$ cat config.mk
export PLATFORM = sky130hd
export DESIGN_NAME = tab_expand_text_normalizer_core
export DESIGN_NICKNAME = d
export VERILOG_FILES = /design/src/hw/rtl/tabexp_pkg.sv /design/src/hw/rtl/tabexp_mod.sv /design/src/hw/rtl/tabexp_dp.sv /design/src/hw/rtl/tabexp_ctrl.sv /design/src/hw/rtl/tab_expand_text_normalizer_core.sv
export SDC_FILE = /design/constraint.sdc
export NUM_CORES = 1
export LEC_CHECK = 0
export ABC_CLOCK_PERIOD_IN_PS = 5200
export CAP_MARGIN = 20
export CORE_UTILIZATION = 50
export DETAILED_ROUTE_END_ITERATION = 6
export DONT_BUFFER_PORTS = 1
export HOLD_SLACK_MARGIN = 0.1
export PLACE_DENSITY_LB_ADDON = 0.15
export SLEW_MARGIN = 10
export SYNTH_ARGS = -nofsm -noshare
export SYNTH_HDL_FRONTEND = slang
export SYNTH_SLANG_ARGS = --single-unit
$ cat constraint.sdc
create_clock -name i_clk -period 5.2 [get_ports i_clk]
set_clock_uncertainty 0.2 [all_clocks]
set_input_delay 0.26 -clock i_clk [delete_from_list [all_inputs] [get_ports i_clk]]
set_output_delay 0.26 -clock i_clk [all_outputs]
set_load 0.02 [all_outputs]
$ cat src/hw/rtl/tabexp_pkg.sv
package tabexp_pkg;

    localparam int MAX_TAB_WIDTH = 16;
    localparam int MAX_RESULTS   = 16;
    localparam int EFF_MAX_INT   = (MAX_TAB_WIDTH < MAX_RESULTS) ? MAX_TAB_WIDTH : MAX_RESULTS;
    localparam logic [4:0] EFF_MAX = 5'(EFF_MAX_INT);

    localparam logic [7:0] CH_TAB   = 8'h09;
    localparam logic [7:0] CH_CR    = 8'h0D;
    localparam logic [7:0] CH_NL    = 8'h0A;
    localparam logic [7:0] CH_SPACE = 8'h20;

    localparam logic [15:0] COLUMN_MAX = 16'hFFFF;

    localparam logic [4:0]  TAB_WIDTH_RST = 5'd8;
    localparam logic [15:0] MARGIN_RST    = 16'd0;

    localparam logic REG_TAB_WIDTH    = 1'b0;
    localparam logic REG_MARGIN_LIMIT = 1'b1;

    localparam logic FUNC_BYTE = 1'b0;
    localparam logic FUNC_END  = 1'b1;

    // controller -> datapath
    typedef struct packed {
        logic take;        // request accepted this cycle
        logic load_count;  // remainder ready: set space count, advance column
        logic emit;        // push one space into the output register
    } t_cmd;

    // datapath -> controller
    typedef struct packed {
        logic tab_go;      // current request is a tab that expands
        logic mod_done;
        logic last_space;
        logic out_free;
    } t_status;

endpackage

$ cat src/hw/rtl/tabexp_mod.sv
module tabexp_mod (
    input  logic        i_clk,
    input  logic        i_rst_n,
    input  logic        i_start,
    input  logic [15:0] i_dividend,
    input  logic [4:0]  i_divisor,
    output logic        o_done,
    output logic [3:0]  o_rem
);
    import tabexp_pkg::*;

    logic        r_busy, n_busy;
    logic        r_done, n_done;
    logic [3:0]  r_cnt, n_cnt;
    logic [15:0] r_div, n_div;
    logic [3:0]  r_rem, n_rem;
    logic [4:0]  r_dsr, n_dsr;
    logic [4:0]  w_trial;

    // restoring remainder, one dividend bit per cycle
    assign w_trial = {r_rem, r_div[15]};

    always_comb begin
        n_busy = r_busy;
        n_done = 1'b0;
        n_cnt  = r_cnt;
        n_div  = r_div;
        n_rem  = r_rem;
        n_dsr  = r_dsr;
        if (i_start) begin
            n_busy = 1'b1;
            n_cnt  = 4'd15;
            n_div  = i_dividend;
            n_rem  = 4'd0;
            n_dsr  = i_divisor;
        end else if (r_busy) begin
            n_div = {r_div[14:0], 1'b0};
            if (w_trial >= r_dsr) begin
                n_rem = 4'(w_trial - r_dsr);
            end else begin
                n_rem = w_trial[3:0];
            end
            n_cnt = r_cnt - 4'd1;
            if (r_cnt == 4'd0) begin
                n_busy = 1'b0;
                n_done = 1'b1;
            end
        end
    end

    always_ff @(posedge i_clk) begin
        if (!i_rst_n) begin
            r_busy <= 1'b0;
            r_done <= 1'b0;
            r_cnt  <= 4'd0;
        end else begin
            r_busy <= n_busy;
            r_done <= n_done;
            r_cnt  <= n_cnt;
        end
        r_div <= n_div;
        r_rem <= n_rem;
        r_dsr <= n_dsr;
    end

    assign o_done = r_done;
    assign o_rem  = r_rem;

endmodule

$ cat src/hw/rtl/tabexp_dp.sv
module tabexp_dp (
    input  logic               i_clk,
    input  logic               i_rst_n,
    input  logic               i_cfg_we,
    input  logic               i_cfg_index,
    input  logic [15:0]        i_cfg_data,
    input  logic               i_func,
    input  logic [7:0]         i_in_byte,
    input  logic               i_out_ready,
    input  tabexp_pkg::t_cmd   i_cmd,
    output tabexp_pkg::t_status o_status,
    output logic               o_out_valid,
    output logic [7:0]         o_out_byte,
    output logic               o_last_of_run,
    output logic               o_text_done
);
    import tabexp_pkg::*;

    logic [4:0]  r_tab_width, n_tab_width;
    logic [15:0] r_margin, n_margin;
    logic [15:0] r_column, n_column;
    logic        r_last_nl, n_last_nl;
    logic [4:0]  r_spaces, n_spaces;
    logic        r_out_valid, n_out_valid;
    logic [7:0]  r_out_byte, n_out_byte;
    logic        r_out_last, n_out_last;
    logic        r_out_done, n_out_done;

    logic [4:0]  w_eff;
    logic        w_margin_ok;
    logic        w_is_tab;
    logic        w_mod_start;
    logic        w_mod_done;
    logic [3:0]  w_rem;
    logic [4:0]  w_count;
    logic [16:0] w_col_sum;
    logic [15:0] w_col_inc;

    always_comb begin
        if (r_tab_width == 5'd0) begin
            w_eff = 5'd1;
        end else if (r_tab_width > EFF_MAX) begin
            w_eff = EFF_MAX;
        end else begin
            w_eff = r_tab_width;
        end
    end

    assign w_margin_ok = (r_margin == 16'd0) || (r_column < r_margin);
    assign w_is_tab    = (i_func == FUNC_BYTE) && (i_in_byte == CH_TAB);
    assign w_mod_start = i_cmd.take && w_is_tab && w_margin_ok;
    assign w_count     = w_eff - {1'b0, w_rem};

    // saturating column advance; the addend is 1 for a byte or the space count for a tab
    assign w_col_inc = i_cmd.load_count ? {11'd0, w_count} : 16'd1;
    assign w_col_sum = {1'b0, r_column} + {1'b0, w_col_inc};

    tabexp_mod u_mod (
        .i_clk      (i_clk),
        .i_rst_n    (i_rst_n),
        .i_start    (w_mod_start),
        .i_dividend (r_column),
        .i_divisor  (w_eff),
        .o_done     (w_mod_done),
        .o_rem      (w_rem)
    );

    always_comb begin
        n_tab_width = r_tab_width;
        n_margin    = r_margin;
        n_column    = r_column;
        n_last_nl   = r_last_nl;
        n_spaces    = r_spaces;
        n_out_valid = r_out_valid && !i_out_ready;
        n_out_byte  = r_out_byte;
        n_out_last  = r_out_last;
        n_out_done  = r_out_done;

        if (i_cfg_we) begin
            case (i_cfg_index)
                REG_TAB_WIDTH:    n_tab_width = i_cfg_data[4:0];
                REG_MARGIN_LIMIT: n_margin    = i_cfg_data;
                default:          ;
            endcase
        end

        if (i_cmd.take) begin
            if (i_func == FUNC_END) begin
                if (!r_last_nl) begin
                    n_out_valid = 1'b1;
                    n_out_byte  = CH_NL;
                    n_out_last  = 1'b1;
                    n_out_done  = 1'b1;
                end
                n_column  = 16'd0;
                n_last_nl = 1'b0;
            end else if (i_in_byte == CH_NL) begin
                n_out_valid = 1'b1;
                n_out_byte  = CH_NL;
                n_out_last  = 1'b1;
                n_out_done  = 1'b0;
                n_column    = 16'd0;
                n_last_nl   = 1'b1;
            end else if (i_in_byte != CH_CR && i_in_byte != CH_TAB) begin
                n_out_valid = 1'b1;
                n_out_byte  = i_in_byte;
                n_out_last  = 1'b1;
                n_out_done  = 1'b0;
                n_column    = w_col_sum[16] ? COLUMN_MAX : w_col_sum[15:0];
                n_last_nl   = 1'b0;
            end
        end

        if (i_cmd.load_count) begin
            n_spaces  = w_count;
            n_column  = w_col_sum[16] ? COLUMN_MAX : w_col_sum[15:0];
            n_last_nl = 1'b0;
        end

        if (i_cmd.emit) begin
            n_out_valid = 1'b1;
            n_out_byte  = CH_SPACE;
            n_out_last  = (r_spaces == 5'd1);
            n_out_done  = 1'b0;
            n_spaces    = r_spaces - 5'd1;
        end
    end

    always_ff @(posedge i_clk) begin
        if (!i_rst_n) begin
            r_tab_width <= TAB_WIDTH_RST;
            r_margin    <= MARGIN_RST;
            r_column    <= 16'd0;
            r_last_nl   <= 1'b0;
            r_spaces    <= 5'd0;
            r_out_valid <= 1'b0;
        end else begin
            r_tab_width <= n_tab_width;
            r_margin    <= n_margin;
            r_column    <= n_column;
            r_last_nl   <= n_last_nl;
            r_spaces    <= n_spaces;
            r_out_valid <= n_out_valid;
        end
        r_out_byte <= n_out_byte;
        r_out_last <= n_out_last;
        r_out_done <= n_out_done;
    end

    assign o_status.tab_go     = w_is_tab && w_margin_ok;
    assign o_status.mod_done   = w_mod_done;
    assign o_status.last_space = (r_spaces == 5'd1);
    assign o_status.out_free   = !r_out_valid || i_out_ready;

    assign o_out_valid   = r_out_valid;
    assign o_out_byte    = r_out_byte;
    assign o_last_of_run = r_out_last;
    assign o_text_done   = r_out_done;

endmodule

$ cat src/hw/rtl/tabexp_ctrl.sv
module tabexp_ctrl (
    input  logic                i_clk,
    input  logic                i_rst_n,
    input  logic                i_in_valid,
    output logic                o_in_ready,
    input  tabexp_pkg::t_status i_status,
    output tabexp_pkg::t_cmd    o_cmd
);
    import tabexp_pkg::*;

    localparam logic [1:0] S_IDLE = 2'd0;
    localparam logic [1:0] S_MOD  = 2'd1;
    localparam logic [1:0] S_LOAD = 2'd2;
    localparam logic [1:0] S_EMIT = 2'd3;

    logic [1:0] r_state, n_state;
    logic       w_take;

    assign o_in_ready = (r_state == S_IDLE) && i_status.out_free;
    assign w_take     = o_in_ready && i_in_valid;

    always_comb begin
        n_state          = r_state;
        o_cmd.take       = 1'b0;
        o_cmd.load_count = 1'b0;
        o_cmd.emit       = 1'b0;
        case (r_state)
            S_IDLE: begin
                o_cmd.take = w_take;
                if (w_take && i_status.tab_go) begin
                    n_state = S_MOD;
                end
            end
            S_MOD: begin
                if (i_status.mod_done) begin
                    n_state = S_LOAD;
                end
            end
            S_LOAD: begin
                o_cmd.load_count = 1'b1;
                n_state          = S_EMIT;
            end
            S_EMIT: begin
                if (i_status.out_free) begin
                    o_cmd.emit = 1'b1;
                    if (i_status.last_space) begin
                        n_state = S_IDLE;
                    end
                end
            end
            default: n_state = S_IDLE;
        endcase
    end

    always_ff @(posedge i_clk) begin
        if (!i_rst_n) begin
            r_state <= S_IDLE;
        end else begin
            r_state <= n_state;
        end
    end

endmodule

$ cat src/hw/rtl/tab_expand_text_normalizer_core.sv
// Tab-expanding text normalizer: one text byte (or an end-of-text mark) per
// request in, normalized bytes out. Carriage returns are dropped, a tab becomes
// spaces up to the next tab stop while the column is below the margin (margin 0
// means no limit), and end of text adds a closing newline when needed and clears
// the column. Ordinary bytes, newlines, carriage returns and end of text are
// accepted back to back while the output is free. An expanding tab is accepted,
// then the bit-serial column-modulo-tab-width unit runs, its result is picked
// up, the space count is loaded and the spaces are emitted in turn; no new
// request is taken until the last space is out. Output stalls hold both.
// Write the configuration registers only while the block is idle.
module tab_expand_text_normalizer_core (
    input  logic        i_clk,
    input  logic        i_rst_n,
    input  logic        i_cfg_we,
    input  logic        i_cfg_index,
    input  logic [15:0] i_cfg_data,
    input  logic        i_in_valid,
    output logic        o_in_ready,
    input  logic        i_func,
    input  logic [7:0]  i_in_byte,
    output logic        o_out_valid,
    input  logic        i_out_ready,
    output logic [7:0]  o_out_byte,
    output logic        o_last_of_run,
    output logic        o_text_done
);
    import tabexp_pkg::*;

    t_cmd    w_cmd;
    t_status w_status;

    tabexp_ctrl u_ctrl (
        .i_clk      (i_clk),
        .i_rst_n    (i_rst_n),
        .i_in_valid (i_in_valid),
        .o_in_ready (o_in_ready),
        .i_status   (w_status),
        .o_cmd      (w_cmd)
    );

    tabexp_dp u_dp (
        .i_clk         (i_clk),
        .i_rst_n       (i_rst_n),
        .i_cfg_we      (i_cfg_we),
        .i_cfg_index   (i_cfg_index),
        .i_cfg_data    (i_cfg_data),
        .i_func        (i_func),
        .i_in_byte     (i_in_byte),
        .i_out_ready   (i_out_ready),
        .i_cmd         (w_cmd),
        .o_status      (w_status),
        .o_out_valid   (o_out_valid),
        .o_out_byte    (o_out_byte),
        .o_last_of_run (o_last_of_run),
        .o_text_done   (o_text_done)
    );

endmodule

Word level (Yosys, flattened, before mapping)
Index checks and enable logic that the tools add are counted.
- add/subtract/negate cells: 5
- order comparisons: 3
- equal/unequal tests: 14
- multiplexer cells: 50
- bitwise gates (word level): 4
- reduce and logical (&&, ||, !) cells: 33
- operators by type and width (kind ; number):
    $mux 16 ; 8
    $mux 8 ; 4
    $mux 1 ; 25
    $mux 5 ; 5
    $add 16x16->17 ; 1
    $eq 8x4->1 const B ; 2
    $logic_not 16->1 ; 1
    $lt 16x16->1 ; 1
    $ne 8x4->1 const B ; 2
    $mux 4 ; 3
    $logic_and 1x1->1 ; 9
    $mux 2 ; 4
    $pmux 2 s4 ; 1
    $reduce_and 2->1 ; 4
    $reduce_bool 2->1 ; 4
    $reduce_bool 4->1 ; 2
    $ne 2x1->1 const B ; 3
    $reduce_and 3->1 ; 2
    $eq 5x1->1 const B ; 1
    $ge 5x5->1 ; 1
    $gt 5x5->1 const B ; 1
    $logic_not 5->1 ; 1
    $sub 5x1->5 const B ; 1
    $sub 5x4->5 ; 1
    15 further kinds ; 22
- bits in registers: 87
- input port bits: 31
- output and inout port bits: 12
- logic and storage cells: 125

Depth between registers and ports, before layout
Gate-level depths: netlist (run 1).
- depth after elaboration: 12
- depth in mapped cells: 17
- gate-level depth less buffers: 16

Hierarchy
Synthesis (run 1) repeated with hierarchy kept, for this count alone.
- cell total of the unflattened synthesis: 540
- area, all modules: 4874.7 um^2
- modules (own cells, without submodules) (module ; times used ; cells each ; area an instance (um^2) ; sequential area each (um^2)):
    tabexp_dp ; 1 ; 402 ; 3219.3 ; 1091.0
    tabexp_mod ; 1 ; 116 ; 1463.9 ; 830.8
    tabexp_ctrl ; 1 ; 22 ; 191.4 ; 40.0

Worst setup path before layout (run 1)
No wires, ideal clock.
- path type: reg-to-reg
- start: register u_dp.r_tab_width[1]
- end: register u_dp.r_column[12]
- library setup time: 119 ps
- arrival time: 2978 ps
- data required time: 4881 ps
- path slack: 1904 ps
- stages on the path, launching flop included: 16
- buffers on the path: 0
- period minus slack after synthesis: 3296 ps
- cell sequence: dfxtp_1 > nor3_1 > nor2_1 > or2_2 > ha_1 > inv_1 > fa_1 > xor2_1 > and2_1 > ha_1 > nor2b_1 > o21a_1 > o21a_1 > or2_2 > and3_1 > o221a_2
- longest elaborated chain between the ends: 12
- elaborated cells on any way between the ends: 13
- those cells by class: 2 x add/sub; 1 x order compare; 9 x mux; 1 x reduce/logical
- ends and longest elaborated chain (element ; RTL line ; text):
    from (decl) ; tabexp_dp.sv:19 ; logic [4:0] r_tab_width, n_tab_width;
    from (signal assigned) ; tabexp_dp.sv:138 ; r_tab_width <= n_tab_width;
    $gt 5x5->1 ; tabexp_dp.sv:42 ; end else if (r_tab_width > EFF_MAX) begin
    $mux 5 ; tabexp_dp.sv:42 ;
    $mux 5 * ; tabexp_dp.sv:40 ; if (r_tab_width == 5'd0) begin
    $sub 5x4->5 * ; tabexp_dp.sv:52 ; assign w_count = w_eff - {1'b0, w_rem};
    $mux 5 * ; tabexp_dp.sv:55 ; assign w_col_inc = i_cmd.load_count ? {11'd0, w_count} : 16'd1;
    $add 16x16->17 * ; tabexp_dp.sv:56 ; assign w_col_sum = {1'b0, r_column} + {1'b0, w_col_inc};
    $mux 16 * ; tabexp_dp.sv:109, tabexp_dp.sv:116 ;
    $mux 16 ; tabexp_dp.sv:104 ; end else if (i_in_byte != CH_CR && i_in_byte != CH_TAB) begin
    $mux 16 ; tabexp_dp.sv:97 ; end else if (i_in_byte == CH_NL) begin
    $mux 16 ; tabexp_dp.sv:88 ; if (i_func == FUNC_END) begin
    $mux 16 ; tabexp_dp.sv:87 ; if (i_cmd.take) begin
    $mux 16 * ; tabexp_dp.sv:114 ; if (i_cmd.load_count) begin
    to (signal assigned) ; tabexp_dp.sv:140 ; r_column <= n_column;
    to (decl) ; tabexp_dp.sv:21 ; logic [15:0] r_column, n_column;
Mark *: on every way between the ends. The rest lies on a longest branch, timed or not. The select of a mux whose other input is x is not followed.
A chain may end at the register's enable or synchronous reset.

Worst setup path in the final report (run 1)
- start: register u_dp.r_tab_width[1]
- end: register u_dp.r_column[8]
The elaborated chain is that of the path after synthesis.

==> results.cfg, run 1 <==
[die]
coreArea_um2 = 9370
num_rows = 35
dieHeight_um = 101
ios = 43
die_w_um = 101
start_util = 0.525
die_area_um2 = 10200

[worst_hold_path]
min_path_type = in -> reg

[power_and_ir_drop]
internal_power_w = 0.00112
p_leak_nw = 2.19
ir_worst_vdd_mv = 0.163
switchingPower_w = 0.000459
p_total_w = 0.00158
combinationalPowerShare = 0.169
power_density_nw_per_um2 = 286
sw_frac_of_total = 0.291
seqPwrFrac = 0.497
clockPowerShare = 0.334

[timing]
hold_viol_final = 0
rsz0062_at_grt = no
fin_crit_sh = 0.735
layout_min_cycle_time_ns = 3.82
fin_setup_tns_ns = 0
tightest_slew_ns = 0.955
fmax_mhz = 262
slew_viol_final = 0
final-setup-viol-count = 0
relSlewSlack = 0.362

[yosys]
synth_area_leader_cell = dfxtp_1
ys_warn_count = 0
synthArstFlopShare = 0
ys_ff_latch = 87
synth.most_common_cell = nand2_1
synth_edf_count = 22
ys.flop_type = dfxtp_1
yosysTopAreaCellShare = 0.265
netlist-cell-type-count = 66
synth_nets = 612
syn-cell-area_um2 = 4920
avgSynthCellArea_um2 = 9.09
synthCells = 541
synth_area_leaders = dfxtp_1, edfxtp_1, ha_1
ys_top_cells_by_count = nand2_1, dfxtp_1, a21oi_1
synth-seq-area-share = 0.399

[global_route]
track_usage = 0.234
grt_antenna_before_repair = 0
grt_pass1_wl_um = 18500
first_global_vias = 3937
grt_max_degree = 33
grt-ovfl-total = 0

[clock_tree]
clk_latency_ns = 0.36
cts_tree = yes
cts-root-buf = clkbuf_8
cts_max_level = 3
cts_resized = 0
cts_max_path_buffers = 2
cts_setup_buffers = 0
cts_sinks = 87
clk_pin_slew_worst_paths_ns = 0.09
cts_buffers = 9

[final_layout]
layout.cells.non_filler = 696
fin_area_um2 = 5510
areaGrowthSynthToFinish_pct = 12.0
diodes = 0
layout.nets = 633
drive_gt1_frac = 0.0776

[placement]
place_area_um2 = 4990
port_buffers = 0
dpl.hpwl_um = 7740
dp_cells = 650
place_congestion = 0.833

[critical_path]
end_kind = flip-flop
critPathKind = reg -> reg
required_ns = 5.25
crit_fanout = 8
crit_arrival_ns = 3.87
start_kind = flip-flop

[detailed_routing]
route.final.wire_length_um = 11100
final_antenna_net_count = 0
wl_met1_um = 5070
wl_met3_um = 423
top_layer_used = met4
drcViolationCount = 0
viasPerCell = 5.62
dr_wl_met2_um = 5360
wl_per_cell_um = 15.9
via_count = 3913
first_pass_iters = 4
drtIter0Drc = 160

[run]
drv_cap = 0

[run_status]
status = finished clean
[area by class of cell]
type	count	area, um2
inverter	41	154
sequential	87	1960
clock inverter	6	82.6
tap	129	161
multi-input combinational	391	2690
clock buffer	10	138
fill	859	3860
timing repair buffer	32	315
[registers in the layout, indices dropped and copies added (netlist names)]
name and flops:
u_dp.u_mod.r_busy 1, u_dp.r_spaces 5, u_dp.r_column 16, u_dp.r_margin 16, u_dp.o_out_valid 1, u_dp.o_out_byte 8, u_dp.r_last_nl 1, u_dp.u_mod.r_div 16
u_dp.o_text_done 1, u_dp.u_mod.o_rem 4, u_dp.o_last_of_run 1, u_ctrl.r_state 2, u_dp.u_mod.r_dsr 5, u_dp.r_tab_width 5, u_dp.u_mod.r_cnt 4, u_dp.u_mod.o_done 1
[worst max-delay path: stages (launching register included)]
cell and delay [ns]:
dfxtp_1 0.34, nor3_1 0.19, nor2_1 0.05, or2_2 0.29, ha_1 0.20, inv_1 0.08
fa_1 0.20, xor2_1 0.16, and2_1 0.19, ha_1 0.27, nor2b_1 0.14, o21a_1 0.18
o21a_1 0.25, o21ai_0 0.60, o21ai_0 0.21, o2bb2ai_1 0.18
[layout by cell type, fill, tap and decap left out, types with 4 or more instances in the layout]
cell / Yosys / final
a211oi_1: 4 / 4
a21o_1: 7 / 7
a21oi_1: 48 / 48
a22o_1: 5 / 5
a31oi_1: 4 / 4
and2_1: 9 / 9
clkbuf_8: 0 / 10
dfxtp_1: 65 / 65
dlygate4sd3_1: 0 / 30
edfxtp_1: 22 / 22
ha_1: 37 / 37
inv_1: 41 / 41
mux2_2: 10 / 10
mux2_4: 7 / 7
mux2i_1: 8 / 8
nand2_1: 68 / 68
nand2b_1: 7 / 7
nand3_1: 8 / 8
nor2_1: 35 / 35
nor2b_1: 11 / 11
nor3_1: 13 / 13
nor4_1: 7 / 7
o211ai_1: 5 / 5
o21a_1: 14 / 14
o21ai_0: 19 / 19
xnor2_1: 6 / 6
[repair_timing]
| action | 4_1_cts | 5_1_grt |
|---|---|---|
| endpoints found under the setup margin | 0 | 0 |
| hold buffers | 30 | 0 |
| hold endpoints to repair | 49 | 0 |
[per-layer routing]
metal / vias up / global-route usage
met4: 0 / 0.0870
met3: 17 / 0.0524
li1: 1966 / -
met2: 79 / 0.410
met1: 1851 / 0.279
met5: - / 0
[logic make-up (layout without fill, tap and decap cells)]
| family | count (synthesis) | in the layout | share of synthesized area |
|---|---|---|---|
| fa+ha+maj | 40 | 40 | 0.106 |
| buf+inv | 63 | 89 | 0.0534 |
| mux | 25 | 25 | 0.0605 |
| simple gates | 181 | 181 | 0.182 |
| xor+xnor | 9 | 9 | 0.0160 |
| compound gates | 136 | 136 | 0.183 |
| flops | 87 | 87 | 0.399 |
[per-stage QoR]
step | hold slack (ns) | util | worst slack (ns)
floorplan | 0.186 | - | 1.90
global placement | 0.129 | 0.532 | 1.64
detailed placement | 0.136 | 0.532 | 1.48
CTS | 0.117 | 0.588 | 1.45
global route | 0.152 | 0.588 | 1.08
finish | 0.142 | 0.588 | 1.38
[power by group through the flow]
stage	logic, W	registers (W)	clock network [W]
2_1_floorplan	0.000195	0.000790	0
3_3_place_gp	0.000233	0.000798	0
3_5_place_dp	0.000237	0.000799	0
4_1_cts	0.000264	0.000783	0.000540
5_1_grt	0.000301	0.000790	0.000566
6_report	0.000266	0.000783	0.000526
[path summary, 6_finish.rpt]
check                                          from                end  slack [ns]  depth (start not counted)
worst min-delay path                   i_in_byte[3]     u_dp.r_last_nl        0.14                          4
worst min register to register    u_dp.r_margin[10]  u_dp.r_margin[10]        0.28                          2
worst max-delay path            u_dp.r_tab_width[1]   u_dp.r_column[8]        1.38                         15
worst max register to register  u_dp.r_tab_width[1]   u_dp.r_column[8]        1.38                         15
No activity file was read; power rests on OpenSTA's default activity.
==> run 2: changes to the inputs <==
- ABC_AREA: not set -> 1
- ABC_CLOCK_PERIOD_IN_PS: 5200 -> 3200
- clock period: 5.2 -> 3.2 ns (I/O delays scaled with it)
==> results.cfg, run 2 <==
[detailed_routing]
route.final.wire_length_um = 12000
drtIter0Drc = 278
first_pass_iters = 5
wl_per_cell_um = 14.4
final_antenna_net_count = 0
drcViolationCount = 0
via_count = 4459
viasPerCell = 5.33

[power_and_ir_drop]
p_leak_nw = 2.64
ir_worst_vdd_mv = 0.403
p_total_w = 0.00333
power_density_nw_per_um2 = 551

[placement]
place_area_um2 = 5170
dpl.hpwl_um = 7980
place_congestion = 0.856
dp_cells = 766
port_buffers = 0

[run_status]
violations = negative setup slack
status = complete, but fails checks

[yosys]
syn-cell-area_um2 = 4910
synth_area_leaders = dfxtp_1, edfxtp_1, nand2_1
synth_area_leader_cell = dfxtp_1
synth_edf_count = 22
ys_warn_count = 0
synth_nets = 703
synth_compound_area_frac = 0.159
ys_top_cells_by_count = nand2_1, inv_1, dfxtp_1
ys.flop_type = dfxtp_1
yosysTopAreaCellShare = 0.265
synthSimpleGateAreaFrac = 0.228
synth.most_common_cell = nand2_1
synthAdderAreaFrac = 0.107
netlist-cell-type-count = 43
synth_top_family_by_area = simple AND/OR/NAND/NOR gates
synthArstFlopShare = 0
muxShareOfSynthArea = 0
ys_ff_latch = 87
synth-seq-area-share = 0.400
synthCells = 632
avgSynthCellArea_um2 = 7.77
yosys.area_share.xor_xnor = 0.0161

[die]
die_w_um = 101
dieHeight_um = 101
start_util = 0.524
num_rows = 35
ios = 43
die_area_um2 = 10200
coreArea_um2 = 9370

[critical_path]
critPathKind = reg -> reg
start_kind = flip-flop
crit_buf_inv = 3
reg2reg_from = u_dp.r_tab_width[0]
cp_common_cell = nand2_2
r2r-end = u_dp.r_column[9]
critPathTopFamily = simple AND/OR/NAND/NOR gates
required_ns = 3.24
end_kind = flip-flop
ff2ff_path_depth = 21
crit_path_cell_trace = nor4_4 -> nor2_2 -> nor2_4 -> buf_6 -> fa_2 -> nand2_2 -> nand2_2 -> a21oi_2 -> xor2_1 -> nor2_1 -> ha_1 -> inv_2 -> nor3_4 -> nand2_2 -> o21ai_4 -> buf_6 -> nand2_4 -> o21ai_2 -> nand3_2 -> nand2_2 -> a21oi_2
crit_path_max_incr_delay_ns = 0.38
crit_cells = 21
crit_slowest_cell = dfxtp_4
rrSetupSlack_ns = -0.16
critPathLaunch = u_dp.r_tab_width[0]
crit_arrival_ns = 3.41
crit_fanout = 6

[timing]
fin_crit_sh = 1.05
layout_min_cycle_time_ns = 3.36
fin_hold_ws_ns = 0.228
hold_viol_final = 0
slew_viol_final = 0
tightest_slew_ns = 0.887
relSlewSlack = 0.407
finalWorstSetupSlack_ns = -0.163
fmax_mhz = 297
final-setup-viol-count = 15
rsz0062_at_grt = yes

[global_route]
grt_max_degree = 32
first_global_vias = 4092
grt-ovfl-total = 0
top_usage_layer = met2
use_met3 = 0.0326
grt_antenna_before_repair = 0
grt_util_met1 = 0.322
track_usage = 0.240
grt_pass1_wl_um = 19000
use_met2 = 0.394

[worst_hold_path]
min_path_cells = 7
hold_start = i_in_byte[4]
hold-path-endpoint = u_dp.r_last_nl
min_path_type = in -> reg

[clock_tree]
cts_sinks = 87
cts_tree = yes
cts-root-buf = clkbuf_8
cts_max_level = 3
cts_buffers = 9
clk_latency_ns = 0.36
clk_pin_slew_worst_paths_ns = 0.09
cts_max_path_buffers = 2

[final_layout]
top_regs = u_dp.r_column (16), u_dp.r_margin (16), u_dp.u_mod.r_div (16)
final_common_cell = nand2_1
seqCellArea_um2 = 1970
layout.cells.non_filler = 836
fin_util = 0.645
final_cell_mix = nand2_1, inv_1, dfxtp_1, a21oi_1, dlygate4sd3_1
fin_area_um2 = 6040
multi_input_area_um2 = 2660
layout.nets = 773
diodes = 0
drive_gt1_frac = 0.177
areaGrowthSynthToFinish_pct = 23.1
n_fill_cell = 809

[run]
drv_cap = 0
==> run 2: how the worst max path moves through the flow <==
stage | slack [ns] | endpoint
finish | -0.16 | u_dp.r_column[9]
global placement | -0.11 | u_dp.r_column[13]
global route | -0.39 | u_dp.r_column[15]
floorplan | 0.1 | u_dp.r_column[13]
detailed placement | -0.23 | u_dp.r_column[13]
CTS | -0.03 | u_dp.r_column[15]
==> run 2: cell type report <==
class,count,area share
Clock buffer,11,0.0234
Clock inverter,5,0.00911
Inverter,91,0.0565
Multi-Input combinational cell,435,0.439
Sequential cell,87,0.326
Tap cell,129,0.0267
Timing Repair Buffer,78,0.119
==> run 2: worst min-delay path, cell delays in order <==
cell     delay (ns)
nor2_1         0.03
nand3_1        0.14
nor3_1         0.09
nand3_1        0.10
nor3_1         0.05
a21oi_1        0.11
nor3_1         0.05
==> run 2: kinds of logic after synthesis <==
kind of cell / count (synthesis)
buf+inv: 111
compound gates: 140
fa+ha+maj: 40
xor+xnor: 9
flops: 87
simple gates: 245
==> run 2: stage by stage <==
step | TNS [ns] | worst slack [ns]
floorplan | 0 | 0.0966
global placement | -0.712 | -0.113
detailed placement | -2.25 | -0.231
CTS | -0.0414 | -0.0274
global route | -4.03 | -0.393
finish | -1.20 | -0.163
==> run 2: where the power goes <==
part | switching, W | total (W) | internal [W]
combinational | 0.000668 | 0.00113 | 0.000464
clock | 0.000390 | 0.000773 | 0.000383
sequential | 0.000173 | 0.00143 | 0.00125
==> run 2: per-layer routing <==
layer	wire length [um]	part of all wire
met5	0	0
met4	233	0.019
met3	388	0.032
met2	5670	0.47
met1	5740	0.48
==> run 2: repair_timing <==
action	CTS	global route
resized for setup	19	29
endpoints found under the setup margin	16	20
hold endpoints to repair	61	0
gates cloned	1	0
hold buffers	46	0
pin swaps	10	21
buffers inserted	2	6
==> run 3: changes to the inputs <==
- PLACE_DENSITY: not set -> 0.71
- PLACE_DENSITY_LB_ADDON: 0.15 -> not set
==> results.cfg, run 3 (synthesis results as in run 2) <==
[power_and_ir_drop]
power_density_nw_per_um2 = 583
p_leak_nw = 2.64
seqPwrFrac = 0.392
combinationalPowerShare = 0.357
p_total_w = 0.00366
sw_frac_of_total = 0.361
switchingPower_w = 0.00132
internal_power_w = 0.00234
ir_worst_vdd_mv = 0.472
clockPowerShare = 0.251

[critical_path]
r2r-end = u_dp.r_column[15]
crit_path_max_incr_delay_ns = 0.37
rrSetupSlack_ns = -0.07
crit_path_cell_trace = nor4_4 -> o21ai_2 -> ha_2 -> inv_2 -> fa_2 -> nand2_2 -> nand2_2 -> a21oi_2 -> xor2_1 -> nor2_2 -> ha_4 -> buf_6 -> a21oi_2 -> o21ai_4 -> nand4_1 -> o21ai_1 -> nand3_1 -> a21oi_1
crit_buf_inv = 2
ff2ff_path_depth = 18
crit_fanout = 6
end_kind = flip-flop
crit_slowest_cell = dfxtp_4
crit_arrival_ns = 3.37
start_kind = flip-flop
reg2reg_from = u_dp.r_tab_width[0]
critPathTopFamily = simple AND/OR/NAND/NOR gates
required_ns = 3.29
critPathKind = reg -> reg

[placement]
dpl.hpwl_um = 8130
place_congestion = 0.917
port_buffers = 0
place_ws_ns = -0.176

[run_status]
violations = negative setup slack
status = complete, but fails checks

[detailed_routing]
route.final.wire_length_um = 13200
first_pass_iters = 6
final_antenna_net_count = 0
wl_met3_um = 712
dr_wl_met2_um = 6400
via_count = 4664
drtIter0Drc = 452
viasPerCell = 5.51
wl_met1_um = 5810
drcViolationCount = 0
wl_per_cell_um = 15.5
top_layer_used = met4

[global_route]
grt_antenna_before_repair = 0
grt_max_degree = 32
track_usage = 0.263
first_global_vias = 4482
grt-ovfl-total = 0
grt_pass1_wl_um = 21000

[clock_tree]
cts_buffers = 9
cts_tree = yes
cts_max_path_buffers = 2
clk_pin_slew_worst_paths_ns = 0.10
cts_sinks = 87
cts_max_level = 3
cts-root-buf = clkbuf_8
clk_latency_ns = 0.36

[timing]
rsz0062_at_grt = yes
layout_min_cycle_time_ns = 3.27
final-setup-viol-count = 11
fin_hold_ws_ns = 0.126
tightest_slew_ns = 0.822
slew_viol_final = 0
fin_crit_sh = 1.02
fmax_mhz = 305
hold_viol_final = 0
relSlewSlack = 0.451
fin_setup_tns_ns = -0.435
finalWorstSetupSlack_ns = -0.0746

[die]
ios = 43
num_rows = 35
start_util = 0.524
die_w_um = 101
die_area_um2 = 10200
coreArea_um2 = 9370
dieHeight_um = 101

[final_layout]
top_regs = u_dp.r_column (16), u_dp.r_margin (16), u_dp.u_mod.r_div (16)
drive_gt1_frac = 0.188
diodes = 0
final_cell_mix = nand2_1, inv_1, dfxtp_1, dlygate4sd3_1, a21oi_1
final_common_cell = nand2_1
layout.nets = 784
areaGrowthSynthToFinish_pct = 27.8

[worst_hold_path]
hold_start = i_func
min_path_type = in -> reg
min_path_cells = 4
hold-path-endpoint = u_dp.u_mod.r_busy

[run]
drv_cap = 0
## run 3: changes by cell type in the layout (fill, tap and decap cells not counted), moves of 3 or more
cell           change
nand2_1            +3
nor2_2             +3
ha_4               +5
dlygate4sd3_1     +11
o21ai_0            -3
nor2_1             -4
ha_1               -5
## run 3: power by group through the flow
| stage | Sequential (W) | Clock, W | Combinational (W) |
|---|---|---|---|
| after detailed placement | 0.00144 | 0 | 0.000970 |
| after CTS | 0.00142 | 0.000915 | 0.00115 |
| after global placement | 0.00144 | 0 | 0.000939 |
| after floorplan | 0.00142 | 0 | 0.000741 |
| final | 0.00143 | 0.000919 | 0.00131 |
| after global routing | 0.00145 | 0.000957 | 0.00142 |
## run 3: worst max-delay path by stage
stage	start	end	cells after the start
after floorplan	u_dp.r_tab_width[0]	u_dp.r_column[13]	20
final	u_dp.r_tab_width[0]	u_dp.r_column[15]	18
after global placement	u_dp.r_tab_width[0]	u_dp.r_column[13]	20
after CTS	u_dp.r_tab_width[3]	u_dp.r_column[1]	18
after detailed placement	u_dp.r_tab_width[0]	u_dp.r_column[5]	18
after global routing	u_dp.r_tab_width[0]	u_dp.r_column[15]	19
## run 3: worst register-to-register path: cells and delay by family (launching register included)
family	cells	cell delay (ns)
DFF	1	0.37
buffers and inverters	2	0.16
AOI/OAI and AO/OA	6	0.80
xor gates and xnor gates	1	0.19
adders and majority gates	3	0.70
and+or+nand+nor	6	0.82
## run 3: per-layer routing
metal	up-vias	GRT usage
met2	178	0.438
met5	-	0
met1	2198	0.349
li1	2258	-
met3	30	0.0402
met4	0	0.0836
## run 3: timing repair
item	in CTS	in global routing
resized for setup	31	31
setup endpoints to repair	16	18
endpoints found under the hold margin	57	0
cloned	1	0
hold buffers	56	0
pin swaps	25	29
buffers inserted	7	2
## run 3: layout make-up
cell class	count	area, um2
fill	728	3100
multi-input combinational	435	2730
sequential	87	1970
timing repair buffer	89	825
inverter	91	344
clock buffer	14	184
tap	129	161
clock inverter	2	60.1
## run 3: through the flow
stage / util / cell area [um2] / instances
4_1_cts: 0.654 / 6130 / 845
3_5_place_dp: 0.551 / 5160 / 765
2_1_floorplan: - / 4910 / 632
6_report: 0.670 / 6270 / 847
5_1_grt: 0.670 / 6270 / 847
3_3_place_gp: 0.551 / 5160 / 765
